--- src/hw/rtl/assert_macros.svh ---
// Assertion macros shared by the RTL of the infrared frame transmitter.
// No dependencies; include by bare file name inside a module body.
`ifndef ASSERT_MACROS_SVH
`define ASSERT_MACROS_SVH

// Same-cycle implication, checked at every clock edge outside reset.
`define ASSERT_IMP(label, clk, rst_n, ante, cons, msg) \
  label: assert property (@(posedge clk) disable iff (!rst_n) (ante) |-> (cons)) \
    else $error(msg);

// Next-cycle implication, checked at every clock edge outside reset.
`define ASSERT_NXT(label, clk, rst_n, ante, cons, msg) \
  label: assert property (@(posedge clk) disable iff (!rst_n) (ante) |=> (cons)) \
    else $error(msg);

`endif

--- src/hw/rtl/irpw_pkg.sv ---
// Package of the infrared pulse-width frame transmitter: phase codes,
// register indexes, reset values and parameter defaults. No dependencies.
`default_nettype none

package irpw_pkg;

  localparam int FRAME_BITS_DEF = 8;
  localparam int GAP_CW_DEF     = 12;

  localparam int CFG_IDX_W  = 3;
  localparam int CFG_DATA_W = 12;
  localparam int IN_DATA_W  = 8;
  localparam int OUT_DATA_W = 8;

  localparam logic [7:0]  CARRIER_HIGH_RST = 8'd7;
  localparam logic [7:0]  CARRIER_LOW_RST  = 8'd20;
  localparam logic [7:0]  START_PER_RST    = 8'd89;
  localparam logic [7:0]  ONE_PER_RST      = 8'd45;
  localparam logic [7:0]  ZERO_PER_RST     = 8'd22;
  localparam logic [11:0] GAP_US_RST       = 12'd600;

  typedef enum logic [2:0] {
    PH_IDLE  = 3'b001,
    PH_BURST = 3'b010,
    PH_GAP   = 3'b100
  } phase_t;

  typedef enum logic [CFG_IDX_W-1:0] {
    REG_CARRIER_HIGH = 3'd0,
    REG_CARRIER_LOW  = 3'd1,
    REG_START_PER    = 3'd2,
    REG_ONE_PER      = 3'd3,
    REG_ZERO_PER     = 3'd4,
    REG_GAP_US       = 3'd5
  } reg_idx_t;

  localparam logic KIND_TICK = 1'b0;
  localparam logic KIND_SEND = 1'b1;

endpackage

`default_nettype wire

--- src/hw/rtl/ir_pulse_width_frame_transmitter.sv ---
// Infrared pulse-width frame transmitter on a modulated carrier.
// Depends on irpw_pkg and assert_macros.svh.
//
// Input channel: each word is a tick (in_tuser = 0), standing for one
// microsecond, or a send (in_tuser = 1) that loads the byte in in_tdata and
// starts a frame. A send while a frame is under way is dropped and flagged.
// A frame is a start burst and a gap, then FRAME_BITS data bits, LSB first,
// each a long or short carrier burst followed by a gap.
// Output channel: exactly one word per input word, carrying the LED level
// for that tick, the busy flag and the reject flag in out_tdata, and the
// end-of-frame flag on out_tlast.
// Configuration channel: cfg_index selects a timing register, cfg_data holds
// the value; it is always ready, and the user must write it only while the
// block is idle; the block itself does not enforce it. Output valid rises
// in the cycle after input accept. One word is accepted every cycle while
// the output register is empty or being drained, and a stalled receiver
// holds the output word; the frame timer and output register are the only
// stages. Reset loads the default timing (38 kHz style carrier) and leaves
// the transmitter idle with the output register empty.
`default_nettype none

module ir_pulse_width_frame_transmitter
  import irpw_pkg::*;
#(
  parameter int FRAME_BITS = FRAME_BITS_DEF,
  parameter int GAP_CW     = GAP_CW_DEF
) (
  input  wire logic                  clk,
  input  wire logic                  rst_n,
  input  wire logic                  in_tvalid,
  output logic                       in_tready,
  input  wire logic [IN_DATA_W-1:0]  in_tdata,   // [7:0] command_byte
  input  wire logic [0:0]            in_tuser,   // [0] kind
  output logic                       out_tvalid,
  input  wire logic                  out_tready,
  output logic [OUT_DATA_W-1:0]      out_tdata,  // [0] led_on, [1] busy_res,
                                                 // [2] rejected
  output logic                       out_tlast,
  input  wire logic                  cfg_valid,
  output logic                       cfg_ready,
  input  wire logic [CFG_IDX_W-1:0]  cfg_index,
  input  wire logic [CFG_DATA_W-1:0] cfg_data
);

  localparam int BPW  = $clog2(FRAME_BITS + 1);
  localparam int GW_IN = (GAP_CW < CFG_DATA_W) ? GAP_CW : CFG_DATA_W;

  logic [7:0]        carrier_high_r, carrier_low_r, start_per_r, one_per_r, zero_per_r;
  logic [GAP_CW-1:0] gap_us_r;

  phase_t            phase_r, phase_nxt;
  logic [BPW-1:0]    bit_pos_r, bit_pos_nxt;
  logic [FRAME_BITS-1:0] data_r, data_nxt;
  logic [7:0]        per_cnt_r, per_cnt_nxt, per_inc, burst_len;
  logic [GAP_CW-1:0] us_cnt_r, us_cnt_nxt, us_inc;
  logic              carrier_r, carrier_nxt;

  logic              in_acc, active;
  logic              led, busy, done, rej;
  logic              out_tvalid_r;
  logic [3:0]        res_r;

  assign cfg_ready  = 1'b1;
  assign in_tready  = !out_tvalid_r || out_tready;
  assign in_acc     = in_tvalid && in_tready;
  assign out_tvalid = out_tvalid_r;
  assign out_tdata  = {{(OUT_DATA_W-3){1'b0}}, res_r[3], res_r[1:0]};
  assign out_tlast  = res_r[2];

  always_ff @(posedge clk) begin
    if (!rst_n) begin
      carrier_high_r <= CARRIER_HIGH_RST;
      carrier_low_r  <= CARRIER_LOW_RST;
      start_per_r    <= START_PER_RST;
      one_per_r      <= ONE_PER_RST;
      zero_per_r     <= ZERO_PER_RST;
      gap_us_r       <= GAP_CW'(GAP_US_RST);
    end else if (cfg_valid && cfg_ready) begin
      unique case (cfg_index)
        REG_CARRIER_HIGH: carrier_high_r <= cfg_data[7:0];
        REG_CARRIER_LOW:  carrier_low_r  <= cfg_data[7:0];
        REG_START_PER:    start_per_r    <= cfg_data[7:0];
        REG_ONE_PER:      one_per_r      <= cfg_data[7:0];
        REG_ZERO_PER:     zero_per_r     <= cfg_data[7:0];
        REG_GAP_US:       gap_us_r       <= GAP_CW'(cfg_data[GW_IN-1:0]);
        default: ;
      endcase
    end
  end

  assign active    = (phase_r == PH_BURST) || (phase_r == PH_GAP);
  assign us_inc    = us_cnt_r + GAP_CW'(1);
  assign per_inc   = per_cnt_r + 8'd1;
  assign burst_len = (bit_pos_r == '0) ? start_per_r :
                     (data_r[0] ? one_per_r : zero_per_r);

  always_comb begin
    phase_nxt   = phase_r;
    bit_pos_nxt = bit_pos_r;
    data_nxt    = data_r;
    per_cnt_nxt = per_cnt_r;
    us_cnt_nxt  = us_cnt_r;
    carrier_nxt = carrier_r;
    led  = 1'b0;
    busy = 1'b0;
    done = 1'b0;
    rej  = 1'b0;
    if (in_tuser[0] == KIND_SEND) begin
      busy = 1'b1;
      if (active) begin
        rej = 1'b1;
      end else begin
        phase_nxt   = PH_BURST;
        bit_pos_nxt = '0;
        data_nxt    = FRAME_BITS'(in_tdata);
        per_cnt_nxt = '0;
        us_cnt_nxt  = '0;
        carrier_nxt = 1'b1;
      end
    end else begin
      unique case (phase_r)
        PH_BURST: begin
          busy       = 1'b1;
          led        = carrier_r;
          us_cnt_nxt = us_inc;
          if (carrier_r) begin
            if (us_inc >= GAP_CW'(carrier_high_r)) begin
              carrier_nxt = 1'b0;
              us_cnt_nxt  = '0;
            end
          end else if (us_inc >= GAP_CW'(carrier_low_r)) begin
            us_cnt_nxt  = '0;
            per_cnt_nxt = per_inc;
            if (per_inc >= burst_len) begin
              phase_nxt = PH_GAP;
            end else begin
              carrier_nxt = 1'b1;
            end
          end
        end
        PH_GAP: begin
          busy       = 1'b1;
          us_cnt_nxt = us_inc;
          if (us_inc >= gap_us_r) begin
            us_cnt_nxt = '0;
            if (bit_pos_r >= BPW'(FRAME_BITS)) begin
              phase_nxt   = PH_IDLE;
              bit_pos_nxt = '0;
              done        = 1'b1;
            end else begin
              if (bit_pos_r != '0) begin
                data_nxt = data_r >> 1;
              end
              bit_pos_nxt = bit_pos_r + BPW'(1);
              per_cnt_nxt = '0;
              carrier_nxt = 1'b1;
              phase_nxt   = PH_BURST;
            end
          end
        end
        default: begin
          phase_nxt = PH_IDLE;
        end
      endcase
    end
  end

  always_ff @(posedge clk) begin
    if (!rst_n) begin
      phase_r      <= PH_IDLE;
      bit_pos_r    <= '0;
      data_r       <= '0;
      per_cnt_r    <= '0;
      us_cnt_r     <= '0;
      carrier_r    <= 1'b0;
      out_tvalid_r <= 1'b0;
    end else begin
      if (in_acc) begin
        phase_r   <= phase_nxt;
        bit_pos_r <= bit_pos_nxt;
        data_r    <= data_nxt;
        per_cnt_r <= per_cnt_nxt;
        us_cnt_r  <= us_cnt_nxt;
        carrier_r <= carrier_nxt;
      end
      if (in_acc) begin
        out_tvalid_r <= 1'b1;
      end else if (out_tready) begin
        out_tvalid_r <= 1'b0;
      end
    end
  end

  always_ff @(posedge clk) begin
    if (in_acc) begin
      res_r <= {rej, done, busy, led};
    end
  end

`include "assert_macros.svh"

  `ASSERT_IMP(a_idle_pos, clk, rst_n, phase_r == PH_IDLE, bit_pos_r == '0, "idle with bit position set")
  `ASSERT_NXT(a_done_idle, clk, rst_n, in_acc && done, phase_r == PH_IDLE, "frame end did not go idle")
  `ASSERT_IMP(a_led_busy, clk, rst_n, out_tvalid_r && res_r[0], res_r[1] && !res_r[3], "LED on outside a frame")

endmodule

`default_nettype wire
--- config.mk ---
export PLATFORM = sky130hd
export DESIGN_NAME = ir_pulse_width_frame_transmitter
export DESIGN_NICKNAME = d
export VERILOG_FILES = /design/src/hw/rtl/irpw_pkg.sv /design/src/hw/rtl/ir_pulse_width_frame_transmitter.sv
export VERILOG_INCLUDE_DIRS = /design/src /design/src/hw/rtl
export SDC_FILE = /design/constraint.sdc
export NUM_CORES = 1
export LEC_CHECK = 0
export BUFFER_PORTS_ARGS = -buffer_cell sky130_fd_sc_hd__buf_2
export CORE_MARGIN = 10
export CORE_UTILIZATION = 30
export DETAILED_ROUTE_END_ITERATION = 10
export GPL_TIMING_DRIVEN = 0
export SYNTH_ARGS = -nofsm -noshare
export SYNTH_HDL_FRONTEND = slang
export SYNTH_SLANG_ARGS = --single-unit
--- constraint.sdc ---
create_clock -name clk -period 4.9 [get_ports clk]
set_input_delay 0.245 -clock clk [delete_from_list [all_inputs] [get_ports clk]]
set_output_delay 0.245 -clock clk [all_outputs]
set_load 0.05 [all_outputs]
### Word level (Yosys, flattened, before mapping)

Cells that the tools add are included.
W data, S select, Z words.

| word-level totals | value |
|---|---|
| flip-flop bits (word level) | 93 |
| output and inout bits | 12 |

| cells by class | value |
|---|---|
| add/sub/neg operators | 3 |
| $lt $le $gt $ge | 5 |
| equality and inequality tests | 14 |
| mux-type cells | 49 |
| bitwise operators | 3 |
| reduce and logical (&&, ||, !) cells | 27 |

Operators with widths:

| cell | number |
|---|---|
| $mux W8 | 14 |
| $mux W12 | 6 |
| $ge A12 B8 Y1 | 2 |
| $pmux W12 S2 | 1 |
| $mux W4 | 5 |
| $mux W3 | 6 |
| $pmux W8 S2 | 1 |
| $mux W1 | 13 |
| $add A12 B1 Y12 const B | 1 |
| $ge A12 B12 Y1 | 1 |
| $reduce_and A2 Y1 | 6 |
| $reduce_and A6 Y1 | 2 |
| $eq A3 B2 Y1 const B | 3 |
| $eq A3 B3 Y1 const B | 3 |
| $ne A3 B2 Y1 const B | 3 |
| $add A8 B1 Y8 const B | 1 |
| $ge A8 B8 Y1 | 1 |
| $reduce_bool A2 Y1 | 4 |
| $reduce_and A7 Y1 | 1 |
| $ne A3 B3 Y1 const B | 2 |
| $pmux W3 S2 | 1 |
| $reduce_and A5 Y1 | 1 |
| $add A4 B1 Y4 const B | 1 |
| $ge A4 B4 Y1 const B | 1 |
| 16 further kinds | 21 |

### Depth between registers and ports, before layout

| logic depth | value |
|---|---|
| depth after elaboration | 8 |
| gate-level depth with buffers | 16 |
| depth with buffers taken out | 15 |

### Worst setup path before layout

No wires, ideal clock.

| timing | value |
|---|---|
| kind | reg2reg |
| start | register us_cnt_r[0] |
| end | register bit_pos_r[1] |
| setup time | 0.065 ns |
| arrival | 3.180 ns |
| setup slack | 1.655 ns |
| cell stages (with the launch flop) | 16 |
| buffers on the path | 0 |
| path through | dfxtp_1 -> and3_1 -> nand3_1 -> inv_1 -> nand3_1 -> nor2_1 -> nand3_1 -> xor2_1 -> inv_1 -> ha_1 -> nor2_1 -> a31oi_1 -> nand2_4 -> a211oi_1 -> mux2_2 -> nor2_1 |

| between the ends | value |
|---|---|
| word-level cells in the longest chain between the ends | 4 |

RTL lines:

| what | line | text |
|---|---|---|
| start: declaration | ir_pulse_width_frame_transmitter.sv:55 | `logic [GAP_CW-1:0] us_cnt_r, us_cnt_nxt, us_inc;` |
| start signal: assignment | ir_pulse_width_frame_transmitter.sv:183 | `us_cnt_r <= us_cnt_nxt;` |
| $add A12 B1 Y12 | ir_pulse_width_frame_transmitter.sv:92 | `assign us_inc = us_cnt_r + GAP_CW'(1);` |
| $ge A12 B12 Y1 | ir_pulse_width_frame_transmitter.sv:144 | `if (us_inc >= gap_us_r) begin` |
| $reduce_bool A2 Y1 (no line) | - |  |
| $reduce_and A4 Y1 (no line) | - |  |
| end signal: assignment | ir_pulse_width_frame_transmitter.sv:180 | `bit_pos_r <= bit_pos_nxt;` |
| end: declaration | ir_pulse_width_frame_transmitter.sv:52 | `logic [BPW-1:0] bit_pos_r, bit_pos_nxt;` |

No other way between the ends.
A chain may end at the register's enable or synchronous reset.

### Final worst setup path

| timing | value |
|---|---|
| start | register us_cnt_r[0] |
| end | register us_cnt_r[2] |

| between the ends | value |
|---|---|
| word-level cells in the longest chain between the ends | 6 |
| elaborated cells on any way between the ends | 10 |

RTL lines:

| what | line | text |
|---|---|---|
| $add A12 B1 Y12 (*) | ir_pulse_width_frame_transmitter.sv:92 |  |
| $ge A12 B8 Y1 (on tied branches) | ir_pulse_width_frame_transmitter.sv:131, ir_pulse_width_frame_transmitter.sv:127 |  |
| $mux W12 (on tied branches) | ir_pulse_width_frame_transmitter.sv:131, ir_pulse_width_frame_transmitter.sv:127 |  |
| $mux W12 | ir_pulse_width_frame_transmitter.sv:126 | `if (carrier_r) begin` |
| $pmux W12 S2 (*) | ir_pulse_width_frame_transmitter.sv:121 | `unique case (phase_r)` |
| $mux W12 (*) | ir_pulse_width_frame_transmitter.sv:108 | `if (in_tuser[0] == KIND_SEND) begin` |

Mark *: on every way between the ends. The rest lies on a longest branch, timed or not.

==> flow_summary.toml <==
[final_layout]
final_cell_area_um2 = 5980
diodes = 0
top_regs = "gap_us_r (12), us_cnt_r (12)"
drive_gt1_frac = 0.101
area_delta_synth_final_pct = 15.1
fin_nets = 778
fillers = 1820

[synthesis]
synth-edff-count = 4
synth_warnings = 0
syn-mean-instance-area_um2 = 7.84
synth_cells = 663
synthArstFlopShare = 0
synth_flop_cell = "dfxtp_1"
synth_area_leaders = "dfxtp_1, nand2_1, ha_1"
synth.top_cells.by_count = "nand2_1, dfxtp_1, a21oi_1, nor2_1"
yosysTopAreaCell = "dfxtp_1"
netlist_area_um2 = 5190
synth-seq-cells = 93
ys_types = 57
synth_top_cell_area_share = 0.343
yosysSeqAreaShare = 0.366
yosysMostFrequentCell = "nand2_1"

[floorplan]
dieArea_um2 = 23000
core_um2 = 17100
start_util = 0.304
die_h_um = 152
io-pin-count = 41
rows = 48
die_x_um = 152

[worst_setup_path]
ff2ff_path_depth = 14
worst-endpoint-arrival_ns = 4.45
crit_type = "reg2reg"
r2r_setup_slack_ns = 0.72
cp.required_ns = 5.18
r2r_end = "us_cnt_r[2]$_SDFFE_PN0P_"
worstSetupStartpoint = "us_cnt_r[0]$_SDFFE_PN0P_"
timing.rr.start = "us_cnt_r[0]$_SDFFE_PN0P_"
cp-end-kind = "flop"
endpoint = "us_cnt_r[2]$_SDFFE_PN0P_"
critPathLaunchType = "flop"
worst-path-max-fanout = 8

[status]
status = "completed"

[timing]
setup_tns_ns = 0
final.period_utilization = 0.852
min_period_ns = 4.18
rsz0062_at_grt = "no"
relSlewSlack = 0.412
fin_worst_skew_ns = 0.00532
hold_violations = 0
slew_viol_final = 0
setup_viol = 0
tightest_slew_ns = 0.875
max_freq_mhz = 239

[clocking]
numCtsBuffers = 9
cts_hold_buffers = 0
cts_resized = 0
h-tree-depth = 3
root_buffer = "clkbuf_16"
cts.reportedPaths.clkPinSlew_ns = 0.07
clkLatencyLatePin_ns = 0.35
clkSinkCount = 93
cts_setup_buffers = 0
cts_tree = "built"
cts_buffer_depth = 2

[flow_run]
maxCapViolations = 0

[route]
ant_nets = 0
drcViolationCount = 0
wl_met2_um = 5860
drt_pass1_iterations = 4
wl_met1_um = 6760
wl_um = 13400
wl_per_cell_um = 14.3
met3WireLength_um = 651
routed.top_layer = "met4"
vias = 4487
drt_iter0_drc = 302
via_per_inst = 4.77

[global_route]
grt_max_degree = 16
grt_pass1_wl_um = 22200
grt_usage = 0.121
grt_pass1_vias = 4297
grt-ovfl-total = 0
antenna_found_initial = 0

[place]
gp_congestion = 0.848
dpl.hpwl_um = 9990
io_buffer_count = 32
place_area_um2 = 5650

[power_and_ir_drop]
ir_worst_vdd_mv = 0.227
fin_total_pwr_mw = 1.73
p_per_area_nw_per_um2 = 290
p_leak_nw = 2.42

[min_path]
hp-class = "in2reg"
per-layer routing:
| metal | track usage | vias up |
|---|---|---|
| met3 | 0.0312 | 14 |
| met2 | 0.186 | 75 |
| met4 | 0.0305 | 0 |
| met5 | 0 | - |
| met1 | 0.165 | 2026 |
| li1 | - | 2372 |
area by class of cell:
class	count	area, um^2	area share
Tap cell	225	282	0.0471
Multi-Input combinational cell	496	2980	0.499
Timing Repair Buffer	32	160	0.0268
Buffer	37	171	0.0287
Clock inverter	6	86.3	0.0144
Sequential cell	93	1900	0.318
Clock buffer	10	239	0.0400
Inverter	41	154	0.0257
worst min-delay path by stage:
stage / start / endpoint / cells after the start
2_1_floorplan: cfg_data[0] / carrier_high_r[0]$_SDFFE_PN1P_ / 2
3_3_place_gp: carrier_high_r[6]$_SDFFE_PN0P_ / carrier_high_r[6]$_SDFFE_PN0P_ / 2
3_5_place_dp: zero_per_r[5]$_SDFFE_PN0P_ / zero_per_r[5]$_SDFFE_PN0P_ / 2
4_1_cts: cfg_data[11] / gap_us_r[11]$_SDFFE_PN0P_ / 3
5_1_grt: cfg_data[10] / gap_us_r[10]$_SDFFE_PN0P_ / 3
6_report: cfg_data[9] / gap_us_r[9]$_SDFFE_PN1P_ / 3
logic make-up after synthesis:
kind of cell	count (synthesis)	synth area share
AOI/OAI and AO/OA	135	0.167
xor gates and xnor gates	15	0.0253
adders and majority gates	39	0.0939
buffers and inverters	78	0.0626
DFF	93	0.366
muxes	20	0.0390
other	2	0.00145
and+or+nand+nor	281	0.244
layout by cell type (no fill, tap or decap), drive strengths merged, types with 8 or more instances in the layout:
cell type / n
nor2: 46
ha: 39
nand2: 136
dfxtp: 89
o21ai: 24
and3: 9
o211ai: 8
nor3: 12
buf: 47
a211oi: 15
nand3: 41
clkbuf: 32
inv: 41
xor2: 10
mux2i: 18
a21oi: 60
stage by stage:
step	utilization	std cells	hold slack [ns]	worst slack, ns
floorplan	-	667	0.369	1.65
global placement	0.330	924	0.442	0.802
detailed placement	0.330	924	0.446	0.786
CTS	0.349	940	0.118	0.758
global route	0.349	940	0.133	0.505
finish	0.349	940	0.128	0.724
worst max-delay path: stages (launching register included):
cell      delay (ns)
dfxtp_1         0.49
ha_1            0.35
and4_1          0.30
nand2_1         0.11
xnor2_1         0.40
ha_1            0.33
o21ai_0         0.14
nor2_1          0.06
a211oi_1        0.60
mux2_2          0.27
and3_1          0.20
a21oi_2         0.08
or4_1           0.39
buf_2           0.20
o31ai_4         0.16
power by group:
group	internal, mW	total [mW]	switching [mW]	leakage [nW]
clock network	0.460	0.773	0.313	0.158
logic	0.0534	0.166	0.113	1.50
registers	0.780	0.791	0.0111	0.762
(Power assumes the default switching activity.)
